## src/design/rpd_pkg.sv

```systemverilog
package rpd_pkg;

	// Color dither source selection.
	typedef enum logic [1:0] {
		COLOR_MAGIC    = 2'd0,
		COLOR_BAYER    = 2'd1,
		COLOR_NOISE    = 2'd2,
		COLOR_DISABLED = 2'd3
	} color_mode_t;

	// Alpha dither source selection.
	typedef enum logic [1:0] {
		ALPHA_PATTERN  = 2'd0,
		ALPHA_INVERTED = 2'd1,
		ALPHA_NOISE    = 2'd2,
		ALPHA_DISABLED = 2'd3
	} alpha_mode_t;

	// Configuration register indexes.
	localparam logic [1:0] REG_COLOR_MODE  = 2'd0;
	localparam logic [1:0] REG_ALPHA_MODE  = 2'd1;
	localparam logic [1:0] REG_FIELD_SHIFT = 2'd2;
	localparam logic [1:0] REG_NOISE_CYCLE = 2'd3;

	// Dither value used for every channel when color dithering is off.
	localparam logic [2:0] DITHER_OFF_VALUE = 3'd7;

	// Largest channel value that still rounds up without saturating.
	localparam logic [7:0] ROUND_LIMIT = 8'd247;
	localparam logic [7:0] CHANNEL_MAX = 8'd255;

	// Configuration state as seen by the datapath.
	typedef struct packed {
		color_mode_t color_mode;
		alpha_mode_t alpha_mode;
		logic        field_shift;
		logic        noise_cycle;
	} cfg_t;

	// Pixel word held in the input stage; only the coordinate bits that
	// reach the pattern table are kept.
	typedef struct packed {
		logic [1:0] x_lo;
		logic [2:0] y_lo;
		logic [7:0] red;
		logic [7:0] green;
		logic [7:0] blue;
		logic [8:0] color_random;
		logic [2:0] alpha_noise;
	} pix_t;

	// Result word held in the output stage.
	typedef struct packed {
		logic [7:0] red;
		logic [7:0] green;
		logic [7:0] blue;
		logic [8:0] color_dither;
		logic [2:0] alpha_dither;
	} res_t;

	localparam logic [15:0][2:0] BAYER_TAB = {
		3'd2, 3'd6, 3'd3, 3'd7,
		3'd6, 3'd2, 3'd7, 3'd3,
		3'd1, 3'd5, 3'd0, 3'd4,
		3'd5, 3'd1, 3'd4, 3'd0
	};

	localparam logic [15:0][2:0] MAGIC_TAB = {
		3'd0, 3'd6, 3'd1, 3'd7,
		3'd4, 3'd2, 3'd5, 3'd3,
		3'd3, 3'd5, 3'd2, 3'd4,
		3'd7, 3'd1, 3'd6, 3'd0
	};

	// Pattern entry at a 4-bit table index (row in the upper two bits).
	function automatic logic [2:0] pattern_value(input logic bayer, input logic [3:0] idx);
		pattern_value = bayer ? BAYER_TAB[idx] : MAGIC_TAB[idx];
	endfunction

	// Round a channel up to the next multiple of eight, saturating, when the
	// dither value is below the channel's low three bits.
	function automatic logic [7:0] dither_channel(input logic [7:0] c, input logic [2:0] d);
		logic [7:0] up;
		up = (c > ROUND_LIMIT) ? CHANNEL_MAX : {c[7:3] + 5'd1, 3'b000};
		dither_channel = (d < c[2:0]) ? up : c;
	endfunction

endpackage

```

## src/design/rgb_pixel_dither_core.sv

```systemverilog
// Ordered and noise dither of one RGB pixel per clock unless out_ready holds
// the output. A pixel word enters an input register, passes through the table
// lookup and rounding logic, and lands in an output register; a new pixel is
// accepted every cycle while the output side keeps taking words, and throughput
// is set by the two-stage pipeline and the output handshake. The held alpha
// noise is loaded from alpha_random as each pixel is accepted when noise
// cycling is enabled, and that same pixel already uses the new value.
// Configuration registers are written through the cfg port (index
// 0 color mode, 1 alpha mode, 2 field shift, 3 noise cycle enable) and should
// be changed only while no pixel is in flight.
module rgb_pixel_dither_core (
	input  logic        clk,
	input  logic        arst_n,
	input  logic        cfg_valid,
	output logic        cfg_ready,
	input  logic [1:0]  cfg_index,
	input  logic [1:0]  cfg_data,
	input  logic        in_valid,
	output logic        in_ready,
	input  logic [11:0] pixel_x,
	input  logic [11:0] pixel_y,
	input  logic [7:0]  red_in,
	input  logic [7:0]  green_in,
	input  logic [7:0]  blue_in,
	input  logic [2:0]  alpha_random,
	input  logic [8:0]  color_random,
	output logic        out_valid,
	input  logic        out_ready,
	output logic [7:0]  red_out,
	output logic [7:0]  green_out,
	output logic [7:0]  blue_out,
	output logic [8:0]  color_dither,
	output logic [2:0]  alpha_dither
);

	rpd_pkg::cfg_t cfg;
	rpd_pkg::pix_t pix_s1;
	rpd_pkg::res_t res;
	rpd_pkg::res_t res_s2;
	logic          valid_s1;
	logic          valid_s2;
	logic [2:0]    held_noise_q;
	logic          in_fire;
	logic          adv_s2;

	rpd_cfg u_cfg (
		.clk       (clk),
		.arst_n    (arst_n),
		.cfg_valid (cfg_valid),
		.cfg_ready (cfg_ready),
		.cfg_index (cfg_index),
		.cfg_data  (cfg_data),
		.cfg       (cfg)
	);

	// Pipeline flow control: each stage moves when the next one is free.
	assign adv_s2   = valid_s1 && (!valid_s2 || out_ready);
	assign in_ready = !valid_s1 || adv_s2;
	assign in_fire  = in_valid && in_ready;

	// Held alpha noise, reloaded on each accepted word when cycling is on.
	always_ff @(posedge clk or negedge arst_n) begin
		if (!arst_n) begin
			held_noise_q <= 3'd0;
		end else if (in_fire && cfg.noise_cycle) begin
			held_noise_q <= alpha_random;
		end
	end

	// Input stage.
	always_ff @(posedge clk or negedge arst_n) begin
		if (!arst_n) begin
			valid_s1 <= 1'b0;
		end else if (in_ready) begin
			valid_s1 <= in_valid;
		end
	end

	always_ff @(posedge clk) begin
		if (in_fire) begin
			pix_s1.x_lo         <= pixel_x[1:0];
			pix_s1.y_lo         <= pixel_y[2:0];
			pix_s1.red          <= red_in;
			pix_s1.green        <= green_in;
			pix_s1.blue         <= blue_in;
			pix_s1.color_random <= color_random;
			pix_s1.alpha_noise  <= cfg.noise_cycle ? alpha_random : held_noise_q;
		end
	end

	rpd_dither u_dither (
		.cfg (cfg),
		.pix (pix_s1),
		.res (res)
	);

	// Output stage.
	always_ff @(posedge clk or negedge arst_n) begin
		if (!arst_n) begin
			valid_s2 <= 1'b0;
		end else if (!valid_s2 || out_ready) begin
			valid_s2 <= valid_s1;
		end
	end

	always_ff @(posedge clk) begin
		if (adv_s2) begin
			res_s2 <= res;
		end
	end

	assign out_valid    = valid_s2;
	assign red_out      = res_s2.red;
	assign green_out    = res_s2.green;
	assign blue_out     = res_s2.blue;
	assign color_dither = res_s2.color_dither;
	assign alpha_dither = res_s2.alpha_dither;

`ifndef ASSERT_OFF
	// A word leaving the input stage shows up at the output next cycle.
	a_s1_to_s2: assert property (@(posedge clk) disable iff (!arst_n)
		adv_s2 |=> out_valid)
		else $error("input stage word did not reach output stage");

	// The input stage always takes a word when it is empty.
	a_ready_empty: assert property (@(posedge clk) disable iff (!arst_n)
		!valid_s1 |-> in_ready)
		else $error("input stage empty but not ready");

	// Cycling loads the held noise from the accepted word.
	a_noise_load: assert property (@(posedge clk) disable iff (!arst_n)
		(in_fire && cfg.noise_cycle) |=> held_noise_q == $past(alpha_random))
		else $error("held alpha noise not loaded");

	// Outside noise mode the color dither value fits in three bits.
	a_cd_narrow: assert property (@(posedge clk) disable iff (!arst_n)
		(out_valid && cfg.color_mode != rpd_pkg::COLOR_NOISE) |-> color_dither[8:3] == 6'd0)
		else $error("color dither value too wide");

	// Disabled alpha dithering always yields zero.
	a_alpha_off: assert property (@(posedge clk) disable iff (!arst_n)
		(out_valid && cfg.alpha_mode == rpd_pkg::ALPHA_DISABLED) |-> alpha_dither == 3'd0)
		else $error("alpha dither nonzero while disabled");
`endif

endmodule

```

## src/design/rpd_cfg.sv

```systemverilog
module rpd_cfg (
	input  logic              clk,
	input  logic              arst_n,
	input  logic              cfg_valid,
	output logic              cfg_ready,
	input  logic [1:0]        cfg_index,
	input  logic [1:0]        cfg_data,
	output rpd_pkg::cfg_t     cfg
);

	rpd_pkg::cfg_t cfg_q;

	// Register writes are always taken; cfg_ready is tied high.
	assign cfg_ready = 1'b1;

	// Register file, written one word per accepted handshake.
	always_ff @(posedge clk or negedge arst_n) begin
		if (!arst_n) begin
			cfg_q.color_mode  <= rpd_pkg::COLOR_DISABLED;
			cfg_q.alpha_mode  <= rpd_pkg::ALPHA_DISABLED;
			cfg_q.field_shift <= 1'b0;
			cfg_q.noise_cycle <= 1'b0;
		end else if (cfg_valid && cfg_ready) begin
			unique case (cfg_index)
				rpd_pkg::REG_COLOR_MODE:  cfg_q.color_mode  <= rpd_pkg::color_mode_t'(cfg_data);
				rpd_pkg::REG_ALPHA_MODE:  cfg_q.alpha_mode  <= rpd_pkg::alpha_mode_t'(cfg_data);
				rpd_pkg::REG_FIELD_SHIFT: cfg_q.field_shift <= cfg_data[0];
				rpd_pkg::REG_NOISE_CYCLE: cfg_q.noise_cycle <= cfg_data[0];
				default: ;
			endcase
		end
	end

	assign cfg = cfg_q;

endmodule

```

## src/design/rpd_dither.sv

```systemverilog
module rpd_dither (
	input  rpd_pkg::cfg_t cfg,
	input  rpd_pkg::pix_t pix,
	output rpd_pkg::res_t res
);

	logic [1:0] row;
	logic [2:0] pat;
	logic [8:0] cd;
	logic [2:0] ad;
	logic [2:0] dr;
	logic [2:0] dg;
	logic [2:0] db;

	// Pattern lookup; the Bayer table is chosen by bit 0 of the color mode,
	// which also serves the alpha pattern modes.
	assign row = cfg.field_shift ? pix.y_lo[2:1] : pix.y_lo[1:0];
	assign pat = rpd_pkg::pattern_value(cfg.color_mode[0], {row, pix.x_lo});

	// Color dither value and its per-channel split.
	always_comb begin
		unique case (cfg.color_mode)
			rpd_pkg::COLOR_MAGIC,
			rpd_pkg::COLOR_BAYER: begin
				cd = {6'd0, pat};
				dr = pat;
				dg = pat;
				db = pat;
			end
			rpd_pkg::COLOR_NOISE: begin
				cd = pix.color_random;
				dr = pix.color_random[2:0];
				dg = pix.color_random[5:3];
				db = pix.color_random[8:6];
			end
			default: begin
				cd = {6'd0, rpd_pkg::DITHER_OFF_VALUE};
				dr = rpd_pkg::DITHER_OFF_VALUE;
				dg = rpd_pkg::DITHER_OFF_VALUE;
				db = rpd_pkg::DITHER_OFF_VALUE;
			end
		endcase
	end

	// Alpha dither value.
	always_comb begin
		unique case (cfg.alpha_mode)
			rpd_pkg::ALPHA_PATTERN:  ad = pat;
			rpd_pkg::ALPHA_INVERTED: ad = ~pat;
			rpd_pkg::ALPHA_NOISE:    ad = pix.alpha_noise;
			default:                 ad = 3'd0;
		endcase
	end

	assign res.red          = rpd_pkg::dither_channel(pix.red, dr);
	assign res.green        = rpd_pkg::dither_channel(pix.green, dg);
	assign res.blue         = rpd_pkg::dither_channel(pix.blue, db);
	assign res.color_dither = cd;
	assign res.alpha_dither = ad;

endmodule
```

## config.mk

```make
export PLATFORM = sky130hd
export DESIGN_NAME = rgb_pixel_dither_core
export DESIGN_NICKNAME = d
export VERILOG_FILES = /design/src/design/rpd_pkg.sv /design/src/design/rgb_pixel_dither_core.sv /design/src/design/rpd_cfg.sv /design/src/design/rpd_dither.sv
export SDC_FILE = /design/constraint.sdc
export NUM_CORES = 1
export LEC_CHECK = 0
export ABC_AREA = 1
export BUFFER_PORTS_ARGS = -buffer_cell sky130_fd_sc_hd__buf_2
export CAP_MARGIN = 40
export CORE_MARGIN = 5
export CORE_UTILIZATION = 25
export CTS_CLUSTER_SIZE = 16
export DETAILED_ROUTE_END_ITERATION = 10
export PLACE_DENSITY = 0.46
export SYNTH_ARGS = -nofsm -noshare
export SYNTH_HDL_FRONTEND = slang
export SYNTH_SLANG_ARGS = --single-unit
```

## constraint.sdc

```tcl
create_clock -name clk -period 2.8 [get_ports clk]
set_input_delay 0.14 -clock clk [delete_from_list [all_inputs] [get_ports clk]]
set_output_delay 0.14 -clock clk [all_outputs]
set_load 0.01 [all_outputs]
```

==> summary.md, run 1 <==
The flow ran to the end, and the final reports show no timing, DRC or antenna violations. The iteration count of the initial detailed-routing pass is 5. The average wire per cell in the routed design is 12.1 um, and the maximum number of pins on one net before global-route repair is 37. Of all nets on the critical path, the largest fanout is 8. The first global-routing pass estimated 14.3 mm of wire.

For the worst setup path, the data arrival time is 2.61 ns. TritonCTS built the clock tree. Synthesis produced a netlist whose cell count is 349.

The fraction of registers with async set/reset came out at 12.5%. In this run the standard cell core region covers 0.0158 mm^2. The tools report the HPWL after detailed placement as 6.55 mm. Input and output buffers added on the ports amount to 87. The number of buffers between clock root and the deepest sink was 2; the number of hold violations in the final report was 0. Ranked by instance count, the synthesized netlist is headed by 80 x sky130_fd_sc_hd__nand2_1, 77 x sky130_fd_sc_hd__edfxtp_1, 40 x sky130_fd_sc_hd__inv_1.

The tree is rooted in a sky130_fd_sc_hd__clkbuf_16. The synthesized netlist occupies a cell area of 0.00400 mm^2. The sum of overflow across all layers after global routing was 0; the vertical extent of the die was 137 um. The die is 137 um wide.

Clock latency on the worst-skew pair, taken at its later pin, is 0.34 ns. The tools report the critical path capture point type as a flip-flop. Based on the critical path, the design can be clocked at up to 0.399 GHz. 0 antenna diodes ended up in the layout. The run gives 0 as the initial antenna violation count. The tools report the setup slack of the worst register-to-register path as 0.29 ns. The most common cell in the synthesized netlist is sky130_fd_sc_hd__nand2_1.

The die outline area is 0.0186 mm^2. The worst vdd rail ir drop is 0.280 mV, and the ratio of total power to cell area is 717 mW/mm^2. The leakage power figure was 0.00245 uW. sky130_fd_sc_hd__edfxtp_1 takes more of the synthesized area than any other cell. The net count of the finished layout is 574. The detailed router finished its first iteration with 103 violations. The number of warnings issued by yosys is 0, and the number of flops mapped to enable cells by yosys is 77. After synthesis, the cell types taking the most area are sky130_fd_sc_hd__edfxtp_1 58%, sky130_fd_sc_hd__nand2_1 7.5%, sky130_fd_sc_hd__nand3_1 4.6%.

OpenSTA, run right after detailed placement, puts the worst setup slack at 0.199 ns. Summing the sequential cell areas from Yosys gives 64.8% of the chip area. The run gives 0 as the setup violation total in the final timing report.

Using the TritonRoute via totals, the vias-per-cell ratio works out to 3.96. In the synthesized netlist the dominant register cell turns out to be sky130_fd_sc_hd__edfxtp_1. During I/O placement, the number of pins put on the boundary was 108.

The number of clock buffers added by TritonCTS is 9. The run gives 0.0396 ns as the worst slack on hold paths. The run gives 32 as the distinct cell type count after synthesis. The detail route stage leaves a number of antenna-violating nets equal to 0. The worst setup path is of the flip-flop to flip-flop kind. The final routed DRC violation total came out at 0. The clock tree synthesis step divided the H-tree into 3 levels. At the end of routability-driven placement, the weighted congestion stood at 0.722. Max-slew violation total from the final report: 0. Setup repair after global routing left no endpoint under its margin.

After routing, the total negative slack on setup checks comes to 0 ns. After clock tree synthesis, the clock-pin slew on the worst setup and hold paths is 0.06 ns. Counting every sink on the clock net gives 88. Across every metal layer, demand over resource in global routing totals 10.0%. The area growth from synthesis to layout works out to 38.0%.

Synthesis inferred 88 register bits. Final critical-path setup slack: 0.293 ns. The tool flagged a number of max-cap violations equal to 0.

The initial utilization of the core area, before any placement, comes to 25.4%. The post-route netlist has 32.3% of its cells at a drive strength greater than 1. Summing over every cut layer, the via total after detailed routing is 2834. Row generation in the floorplan step produced 46 rows. The worst path needs 2.51 ns of the cycle, external delays included. On the final layout, the worst clock skew is 0.00286 ns. Mean post-synth cell area: 11.5 um^2. In this run the post-CTS setup repair buffer count came out at 0. At the worst endpoint, the required time is 2.90 ns. The worst setup path is launched from a flip-flop. The final critical path takes up 89.5% of the cycle.

The top cell type by area accounts for 57.8% of the synthesized area. Wires add up to 8.67 mm. The path class of the tightest hold or removal check is input pin to flip-flop. The net count of the mapped netlist is 429, and the number of global-route vias before repair is 2921.
## path summary, 6_finish.rpt
| path | startpoint | endpoint | cells past startpoint |
|---|---|---|---|
| hold reg to reg | held_noise_q[0]$_DFFE_PN0P_ | held_noise_q[0]$_DFFE_PN0P_ | 2 |
| setup / recovery | u_cfg.cfg[1]$_DFFE_PN0P_ | blue_out[6]$_DFFE_PP_ | 11 |
| max in group asynchronous | arst_n | u_cfg.cfg[2]$_DFFE_PN1P_ | 2 |
| hold / removal | cfg_data[1] | u_cfg.cfg[3]$_DFFE_PN1P_ | 3 |
| setup reg to reg | u_cfg.cfg[1]$_DFFE_PN0P_ | blue_out[6]$_DFFE_PP_ | 11 |
| min in group asynchronous | arst_n | valid_s1$_DFFE_PN0N_ | 2 |
## logic make-up (layout without fill, tap and decap cells)
family	Yosys count	after routing	synth area share [%]
other	1	1	0.0937
buffers and inverters	44	194	4.22
AOI/OAI and AO/OA	28	28	4.00
DFF	88	88	64.8
and+or+nand+nor	175	175	23.1
adders and majority gates	11	11	3.44
xor gates and xnor gates	2	2	0.438
## critical path: stages, from the launching register on
cell and delay (ns):
sky130_fd_sc_hd__dfrtp_1 0.43, sky130_fd_sc_hd__o21ai_0 0.24, sky130_fd_sc_hd__ha_1 0.29, sky130_fd_sc_hd__o21ai_1 0.17, sky130_fd_sc_hd__buf_4 0.14, sky130_fd_sc_hd__o21ai_0 0.10
sky130_fd_sc_hd__ha_1 0.35, sky130_fd_sc_hd__a21oi_2 0.15, sky130_fd_sc_hd__buf_4 0.18, sky130_fd_sc_hd__nand2_8 0.09, sky130_fd_sc_hd__nand2_2 0.07, sky130_fd_sc_hd__nand2_2 0.05
## state kept, by name (all words and copies together), names as in the netlist
name and cells:
pix_s1 41, color_dither 9, blue_out 8, green_out 8
red_out 8, u_cfg.cfg 6, alpha_dither 3, held_noise_q 3
out_valid 1, valid_s1 1
## per-stage QoR
stage	util [%]	instances	total power, uW	cell area [um^2]
6_report	35.0	715	3960	5520
5_1_grt	35.0	715	4200	5520
4_1_cts	35.0	715	4030	5520
3_5_place_dp	30.5	659	2710	4810
3_3_place_gp	30.3	658	2680	4780
2_1_floorplan	-	349	2370	4000
## power breakdown
group / internal (uW) / switching [uW]
logic: 387 / 543
registers: 1680 / 89.6
clock network: 772 / 488
total: 2840 / 1120
## per-layer routing
layer,track usage [%],vias to the layer above,wire length [um],share of wire [%]
met1,11.4,1287,3630,42
met3,2.90,11,517,6.0
li1,-,1476,-,-
met5,0,-,0,0
met4,5.04,0,191,2.2
met2,17.1,60,4330,50
## repair_timing
item | in CTS | in global routing
hold endpoints to repair | 50 | 0
gates resized for setup | 0 | 2
setup endpoints to repair | 0 | 9
hold buffers | 40 | 0
## layout make-up
class	instances	area, um^2
fillers	1643	10200
clock buffers	9	225
inverters	42	158
flip-flops and latches	88	2590
clock inverters	7	86.3
well taps	216	270
multi-input cells	217	1260
repair buffers	136	936
## cell usage in the layout (no fill, tap or decap), drive strengths merged
| cell | netlist | final |
|---|---|---|
| nand2 | 105 | 105 |
| buf | 1 | 96 |
| edfxtp | 77 | 77 |
| nand3 | 43 | 43 |
| inv | 42 | 41 |
| dlygate4sd3 | 0 | 40 |
| o21ai | 17 | 17 |
| ha | 11 | 11 |
| nor2 | 11 | 11 |
| clkbuf | 1 | 9 |
| or2 | 9 | 9 |
| dfrtp | 7 | 7 |
| a21oi | 7 | 7 |
| nand4 | 4 | 4 |
| clkinv | 0 | 4 |
| dfstp | 4 | 4 |
| o211ai | 3 | 3 |
| xnor2 | 2 | 2 |
| bufinv | 0 | 2 |
| clkinvlp | 0 | 2 |
| nor3 | 1 | 1 |
| o22a | 1 | 1 |
| and2 | 1 | 1 |
| nand3b | 1 | 1 |
| conb | 1 | 1 |
(Power assumes the default switching activity.)
==> run 2: changes to the inputs <==
--- a/config.mk
+++ b/config.mk
@@ -6,13 +6,13 @@
 export NUM_CORES = 1
 export LEC_CHECK = 0
 export ABC_AREA = 1
-export BUFFER_PORTS_ARGS = -buffer_cell sky130_fd_sc_hd__buf_2
 export CAP_MARGIN = 40
 export CORE_MARGIN = 5
 export CORE_UTILIZATION = 25
 export CTS_CLUSTER_SIZE = 16
 export DETAILED_ROUTE_END_ITERATION = 10
-export PLACE_DENSITY = 0.46
+export DONT_BUFFER_PORTS = 1
+export PLACE_DENSITY = 0.4
 export SYNTH_ARGS = -nofsm -noshare
 export SYNTH_HDL_FRONTEND = slang
 export SYNTH_SLANG_ARGS = --single-unit
==> run 2 against run 1 <==
First-iteration DRC count is 4.9% lower. Fmax increased by 0.54%. Non-clock buffer count fell by 80. Wire length decreased by 2.9%. Sequential share of layout area rose by 3.7 points. Global-route usage decreased by 0.34 points. Sequential power up 5%. Worst hold slack got worse by 0.017 ns. Critical path type unchanged. Critical endpoint is now green_out[0]$_DFFE_PP_. Highest routed layer unchanged.
==> summary.md, run 2 (synthesized netlist as in run 1, its figures left out) <==
The startpoint identified for the worst register-to-register timing path is u_cfg.cfg[1]$_DFFE_PN0P_. The sum of buffers and inverters on the critical path works out to 1. The slowest stage of the critical path is the sky130_fd_sc_hd__dfrtp_2 cell.

For this configuration, the core starts out at a cell density of 25.4%. Of the total power, the share spent switching nets is 28.7%. The die extent in x was 137 um; the area of the placeable core was 0.0158 mm^2. The first detailed-routing pass ran for 4 iterations.

TritonCTS built the clock tree. Leaving out fill and tap cells, the most frequent cell in the layout is sky130_fd_sc_hd__nand2_1. The layout cell share with drive strength beyond 1 works out to 17.2%.

The critical path is of the flip-flop to flip-flop type. Dividing the detail-routed wire length by the instance count gives 13.2 um. The hold path depth is 3, and the setup violation total in the final timing report is 0. Summed over all layers, the routed wires come to 8.41 mm.

Data on the critical path is required at its endpoint by 2.89 ns. The first-pass GRT wire length was 13.5 mm. The tools report the number of buffers between clock root and the deepest sink as 2.

In this run, the number of DRC markers left after iteration 0 of detailed routing was 98. The run gives 1080 uW as the power dissipated by switching net loads. Post-layout minimum cycle time: 2.49 ns.

In this run the tightest slew margin relative to its limit is 65.5%. The count of input and output buffers works out to 0. STA classifies the critical path endpoint as a flip-flop.

Global routing consumed, over all layers together, 9.66% of the routing resources. The flow ran to the end, and the final reports show no timing, DRC or antenna violations. The max-slew violation total from the final report was 0; the clock slew at the register clock pins of the worst setup and hold paths was 0.06 ns. The path class of the tightest hold or removal check is input pin to flip-flop. The run gives 88 as the clock sink count.

The detailed router placed 2538 vias in this run. For the worst vdd rail ir drop, the log shows 0.320 mV. The register containing the most flip-flops in the final layout was pix_s1.

During I/O placement, the number of pins put on the boundary was 108. For the worst-skew pair, the clock arrives at the later sink with an insertion delay of 0.34 ns. In this run the most critical hold path is launched from cfg_index[0]. Final routed DRC violation total: 0. The top cell types in the final layout, fill and taps aside, are 79 x sky130_fd_sc_hd__nand2_1, 77 x sky130_fd_sc_hd__edfxtp_1, 50 x sky130_fd_sc_hd__dlygate4sd3_1. Along the worst path, the maximum fanout reaches 8. The run gives 2680 uW as the internal power contribution.

Max-cap violations in this run came to 0. For the pin with the worst max-slew slack, the measured transition is 0.516 ns. Fmax: 0.401 GHz. Total power for the finished layout comes to 3750 uW. The clock network burns 30.9% of the power.

The worst hold path terminates at u_cfg.cfg[1]$_DFFE_PN0P_. The area growth from synthesis to layout works out to 27.8%. Detailed placement finished with a half-perimeter wire length of 6.42 mm.

The standard-cell row count is 46, and the arrival time at the worst endpoint is 2.58 ns. Global routing finished with a remaining overflow of 0. The family with the most delay on the worst path is adder cells. The vertical extent of the die works out to 137 um. The leakage power figure is 0.00212 uW, and the number of global-route vias before repair is 2653. The final critical path takes up 89.1% of the cycle. The total instance count after detailed placement was 569. The number of antenna diodes in the final layout is 0. The H-tree was split into 3 levels.

The tools report the worst clock skew as 0.00841 ns. The tools report the kind of start point of the critical path as a flip-flop. Number of hold violations in the final report: 0. Library cell used as clock root buffer: sky130_fd_sc_hd__clkbuf_16. For this run, the number of standard cells in the final layout without fillers is 635.

For this run, the slowest stage of the critical path takes 0.45 ns. Registers are responsible for 49.2% of the overall power. Once detail routing completed, the nets flagged for antenna violations numbered 0. The accumulated negative setup slack was 0 ns; the initial antenna violation count was 0. The die covers 0.0186 mm^2. In the routed layout, each cell is associated on average with a via count of 4.00.

For the combinational power share, the log shows 19.9%. Setup repair after global routing left no endpoint under its margin. Counting the buffers created by CTS gives 9. Endpoint of the most critical register-to-register path: green_out[0]$_DFFE_PP_. Routability-driven placement finished with a final weighted congestion of 0.755. The number of flip-flops in the largest register is 41. Traced cell by cell, the critical path runs through nand2_1, o21ai_1, ha_1, o21ai_0, buf_4, o21ai_0, ha_1, a21oi_2, nand2_8, nand2_2, nand2_1. In the final design database the tool counted 494 nets.

Entering global routing, the biggest net connects 37 pins. The ratio of total power to cell area is 733 mW/mm^2, and the setup slack of the worst register-to-register path is 0.31 ns. The number of cells on the worst reg-to-reg path is 11.
==> run 2: changes by cell type in the layout (fill, tap and decap cells not counted), sizes merged <==
cell         previous run  this run
inv                    41        42
clkinv                  4         2
bufinv                  2         1
dlygate4sd3            40        50
clkbuf                  9        12
clkinvlp                2         1
buf                    96         6
==> run 2: area by class of cell <==
cell class                 instances  area (um^2)
fill                            1643        10700
sequential                        88         2590
multi-input combinational        217         1260
timing repair buffer              56          558
tap                              216          270
clock buffer                      12          236
inverter                          42          158
clock inverter                     4         46.3
==> run 2: what timing repair did <==
item / 4_1_cts / 5_1_grt
hold buffers: 50 / 0
endpoints found under the hold margin: 60 / 0
endpoints found under the setup margin: 0 / 24
resized for setup: 0 / 3
buffers inserted: 0 / 0
==> run 2: power by group through the flow <==
stage	Clock, uW	Sequential [uW]	Combinational [uW]
after floorplan	0	1830	539
after global placement	0	1880	693
after detailed placement	0	1880	702
after CTS	1220	1850	766
after global routing	1280	1870	861
final	1160	1850	745
==> run 2: metal layers <==
layer	part of all wire (%)	vias to the layer above	GRT usage [%]	wire, um
met2	47	62	15.6	3990
met3	5.5	13	3.90	465
li1	-	1323	-	-
met5	0	-	0	0
met4	1.9	0	3.92	161
met1	45	1140	11.5	3800
==> run 2: through the flow <==
step           area (um^2)  utilization, %  worst slack [ns]  hold slack (ns)
2_1_floorplan         4000               -             0.116           -0.156
3_3_place_gp          4330            27.5             0.208           -0.155
3_5_place_dp          4330            27.5             0.156           -0.155
4_1_cts               5110            32.4             0.141          0.00919
5_1_grt               5120            32.5            0.0611           0.0366
6_report              5120            32.5             0.306           0.0222
==> run 2: worst max path at each step <==
stage,start,slack [ns],to,cells past startpoint
2_1_floorplan,out_valid$_DFFE_PN0P_,0.12,alpha_dither[0]$_DFFE_PP_,1
3_3_place_gp,u_cfg.cfg[1]$_DFFE_PN0P_,0.21,red_out[4]$_DFFE_PP_,14
3_5_place_dp,u_cfg.cfg[1]$_DFFE_PN0P_,0.16,red_out[4]$_DFFE_PP_,14
4_1_cts,u_cfg.cfg[1]$_DFFE_PN0P_,0.14,red_out[4]$_DFFE_PP_,14
5_1_grt,pix_s1[37]$_DFFE_PP_,0.06,red_out[5]$_DFFE_PP_,16
6_report,u_cfg.cfg[1]$_DFFE_PN0P_,0.31,green_out[0]$_DFFE_PP_,11
==> run 2: worst register-to-register path: cells and delay by family (launching register included) <==
family | cells | cell delay [ns]
buf+inv | 1 | 0.15
simple gates | 4 | 0.33
flops | 1 | 0.45
compound gates | 4 | 0.65
fa+ha+maj | 2 | 0.68
==> run 3: changes to the inputs <==
--- a/config.mk
+++ b/config.mk
@@ -8,11 +8,12 @@
 export ABC_AREA = 1
 export CAP_MARGIN = 40
 export CORE_MARGIN = 5
-export CORE_UTILIZATION = 25
+export CORE_UTILIZATION = 57
 export CTS_CLUSTER_SIZE = 16
 export DETAILED_ROUTE_END_ITERATION = 10
 export DONT_BUFFER_PORTS = 1
-export PLACE_DENSITY = 0.4
+export PLACE_DENSITY = 0.75
+export SLEW_MARGIN = 20
 export SYNTH_ARGS = -nofsm -noshare
 export SYNTH_HDL_FRONTEND = slang
 export SYNTH_SLANG_ARGS = --single-unit
==> run 3 against run 2 <==
Utilization increased by 39 points. Clock-buffer cell count down 3. Global-route usage increased by 8.8 points. Wire length is 8.2% lower. Worst setup slack lost 0.022 ns. Largest power group unchanged. Critical endpoint is now blue_out[1]$_DFFE_PP_. Die area shrank 53%. Worst hold slack improved by 0.016 ns. Clock skew fell by 0.0015 ns. Total power is 6.5% lower. Sequential share of layout area up 2.1 points.
==> summary.md, run 3 (synthesized netlist as in run 1, its figures left out) <==
The I/O pin count is 108, and the average wire per cell in the routed design is 14.9 um. The family with the most delay on the worst path is adder cells. The layout has 471 filler cells. STA classifies the critical path endpoint as a flip-flop. The area of combinational cells with multiple inputs came out at 0.00126 mm^2.

The top cell types in the final layout, fill and taps aside, are 79 x sky130_fd_sc_hd__nand2_1, 77 x sky130_fd_sc_hd__edfxtp_1, 52 x sky130_fd_sc_hd__dlygate4sd3_1. The routed layout has 2658 vias. The critical path ends at blue_out[1]$_DFFE_PP_. Max-cap violations in this run came to 0.

The flow ran to the end, and the final reports show no timing, DRC or antenna violations. Summed over all layers, the routed wires come to 7.73 mm. The critical path is of the flip-flop to flip-flop type. For the accumulated negative setup slack, the log shows 0 ns.

The filler-free cell count of the finished design is 517. Data on the critical path arrives at its endpoint at 2.62 ns. Routability-driven placement finished with a final weighted congestion of 0.822. The number of global-route vias before repair was 2675. At the end of the flow the core is filled with cells to 71.9%. For the setup violation total in the final timing report, the log shows 0.

Global routing used 18.4% of the available tracks. Library cell used as clock root buffer: sky130_fd_sc_hd__clkbuf_8. The number of flip-flops in the largest register was 41; the worst slack on hold paths was 0.0378 ns. Initial antenna violation count: 0. The logs give 496 for the net total in the final layout and 5.01 mm for the HPWL after detailed placement.

On the final layout, the worst clock skew is 0.00693 ns. In this run the number of cells on the critical path is 12. The first routing iteration left 81 violations. The logs give 0 for the antenna diode count and 0.00683 mm^2 for the area of the placeable core. Clock tree synthesis inserted a total of 9 buffers.

The post-layout minimum cycle time works out to 2.52 ns. The sum of overflow across all layers after global routing is 0, and the fmax is 0.398 GHz. In the detailed route, the total length drawn on met3 is 398 um. For the worst flop-to-flop path, the logic depth is 12. The startpoint identified for the worst register-to-register timing path is pix_s1[37]$_DFFE_PP_. For the iteration count of the initial detailed-routing pass, the log shows 4.

Measured along the y axis, the die boundary spans 93.8 um. In this run the critical register-to-register path is captured at blue_out[1]$_DFFE_PP_. The measured slew at the worst slew-check pin is 0.615 ns.

The top routing layer in use is met4. After layout, the worst path uses 89.8% of the clock period. TritonCTS built the clock tree.

The die extent in x is 93.8 um. The sequential cell area is 0.00259 mm^2. The die covers 0.00880 mm^2. More flip-flops sit in one register than any other, and that register is pix_s1.

Of all nets on the critical path, the largest fanout is 8. The highest cell delay on the worst timing path was 0.39 ns. Walking the worst path, the cells encountered are inv_1, nand2_1, o21ai_1, ha_1, o21ai_1, o21ai_0, ha_1, a21oi_2, buf_4, nand2_8, nand2_2, nand2_1.

In this run the static leakage power is 0.00210 uW. STA puts the critical path data required time at 2.90 ns. The max-slew violation total from the final report was 0; the number of buffers between clock root and the deepest sink was 2. The worst register-to-register path has a setup slack of 0.28 ns.

The first global-routing pass estimated 12.4 mm of wire. Clock-pin slew was measured on the worst setup and hold paths at 0.08 ns. The cell with the largest stage delay on the worst path is sky130_fd_sc_hd__edfxtp_1. In the final routing, the length of wire on met1 measures 3.02 mm. The number of hold violations in the final report is 0. Clock latency on the worst-skew pair, taken at its later pin, is 0.34 ns. Setup repair after global routing left no endpoint under its margin. For the maximum number of pins on one net before global-route repair, the log shows 37. The run gives 449 as the total instance count after detailed placement. The worst-case IR drop observed on VDD is 0.473 mV. The via density per instance is 5.14, and the final routed DRC violation total is 0. The logs give 4.25 mm for the met2 wire length and 30 for the standard-cell row count.

The area growth from synthesis to layout is 22.7%. The worst setup path is launched from a flip-flop. Cells with a size suffix above 1 make up 17.3% of the layout. Once the floorplan was initialized, standard cells occupied 58.6% of the core. Headroom to the max-slew limit came out at 59.0%. The commonest non-fill, non-tap cell in the layout is sky130_fd_sc_hd__nand2_1. The critical path contains buffers and inverters numbering 2 combined. The min-delay analysis places its worst path in the category input pin to flip-flop. The logs give 3510 uW for the total power and 3 for the maximum level of the CTS H-tree. The tree built by TritonCTS fans out to 88 sinks. Source of the critical timing path: pix_s1[37]$_DFFE_PP_. The count of nets left with antenna violations once routing finished came out at 0.

Input and output buffers added on the ports amount to 0. Power spread over the standard cell area amounts to 714 mW/mm^2.
[run 3: cell types whose count changed in the layout (fill, tap and decap cells not counted), sizes merged]
cell,delta
clkbuf,-3
bufinv,+1
dlygate4sd3,+2
clkinv,+2
[run 3: tightest hold or removal path: stages]
cell and delay (ns):
sky130_fd_sc_hd__inv_1 0.03, sky130_fd_sc_hd__nand3_1 0.12, sky130_fd_sc_hd__o21ai_0 0.09
[run 3: where the power goes]
group,total [uW],switching [uW],internal [uW]
Combinational,754,452,302
Sequential,1840,151,1690
Clock,918,423,495
Total,3510,1030,2480
[run 3: worst min path at each step]
stage | endpoint | depth (start not counted) | slack (ns) | startpoint
final | u_cfg.cfg[5]$_DFFE_PN1P_ | 3 | 0.04 | cfg_index[1]
after floorplan | held_noise_q[0]$_DFFE_PN0P_ | 0 | -0.16 | arst_n
after CTS | u_cfg.cfg[5]$_DFFE_PN1P_ | 3 | 0.02 | cfg_index[1]
after global placement | held_noise_q[1]$_DFFE_PN0P_ | 0 | -0.16 | arst_n
after global routing | u_cfg.cfg[5]$_DFFE_PN1P_ | 3 | 0.04 | cfg_index[1]
after detailed placement | held_noise_q[1]$_DFFE_PN0P_ | 0 | -0.16 | arst_n
[run 3: what timing repair did]
| action | CTS | global route |
|---|---|---|
| endpoints found under the hold margin | 60 | 0 |
| hold buffers | 52 | 0 |
| setup endpoints to repair | 0 | 24 |
| resized for setup | 0 | 3 |
| setup buffers | 0 | 0 |
[run 3: cell type report]
| class | count | area share, % |
|---|---|---|
| clock buffer | 9 | 2.52 |
| clock inverter | 7 | 1.76 |
| inverter | 42 | 3.21 |
| multi-input combinational | 217 | 25.6 |
| sequential | 88 | 52.7 |
| tap | 96 | 2.44 |
| timing repair buffer | 58 | 11.8 |
[run 3: stage by stage]
stage | cell area, um^2 | setup slack (ns)
CTS | 4910 | 0.119
global route | 4910 | 0.0487
global placement | 4180 | 0.243
finish | 4910 | 0.284
detailed placement | 4180 | 0.191
floorplan | 4000 | 0.116
[run 3: per-layer routing]
metal / vias to the layer above / track usage (%)
li1: 1322 / -
met1: 1239 / 20.3
met5: - / 0
met4: 0 / 6.38
met2: 90 / 34.1
met3: 7 / 4.73
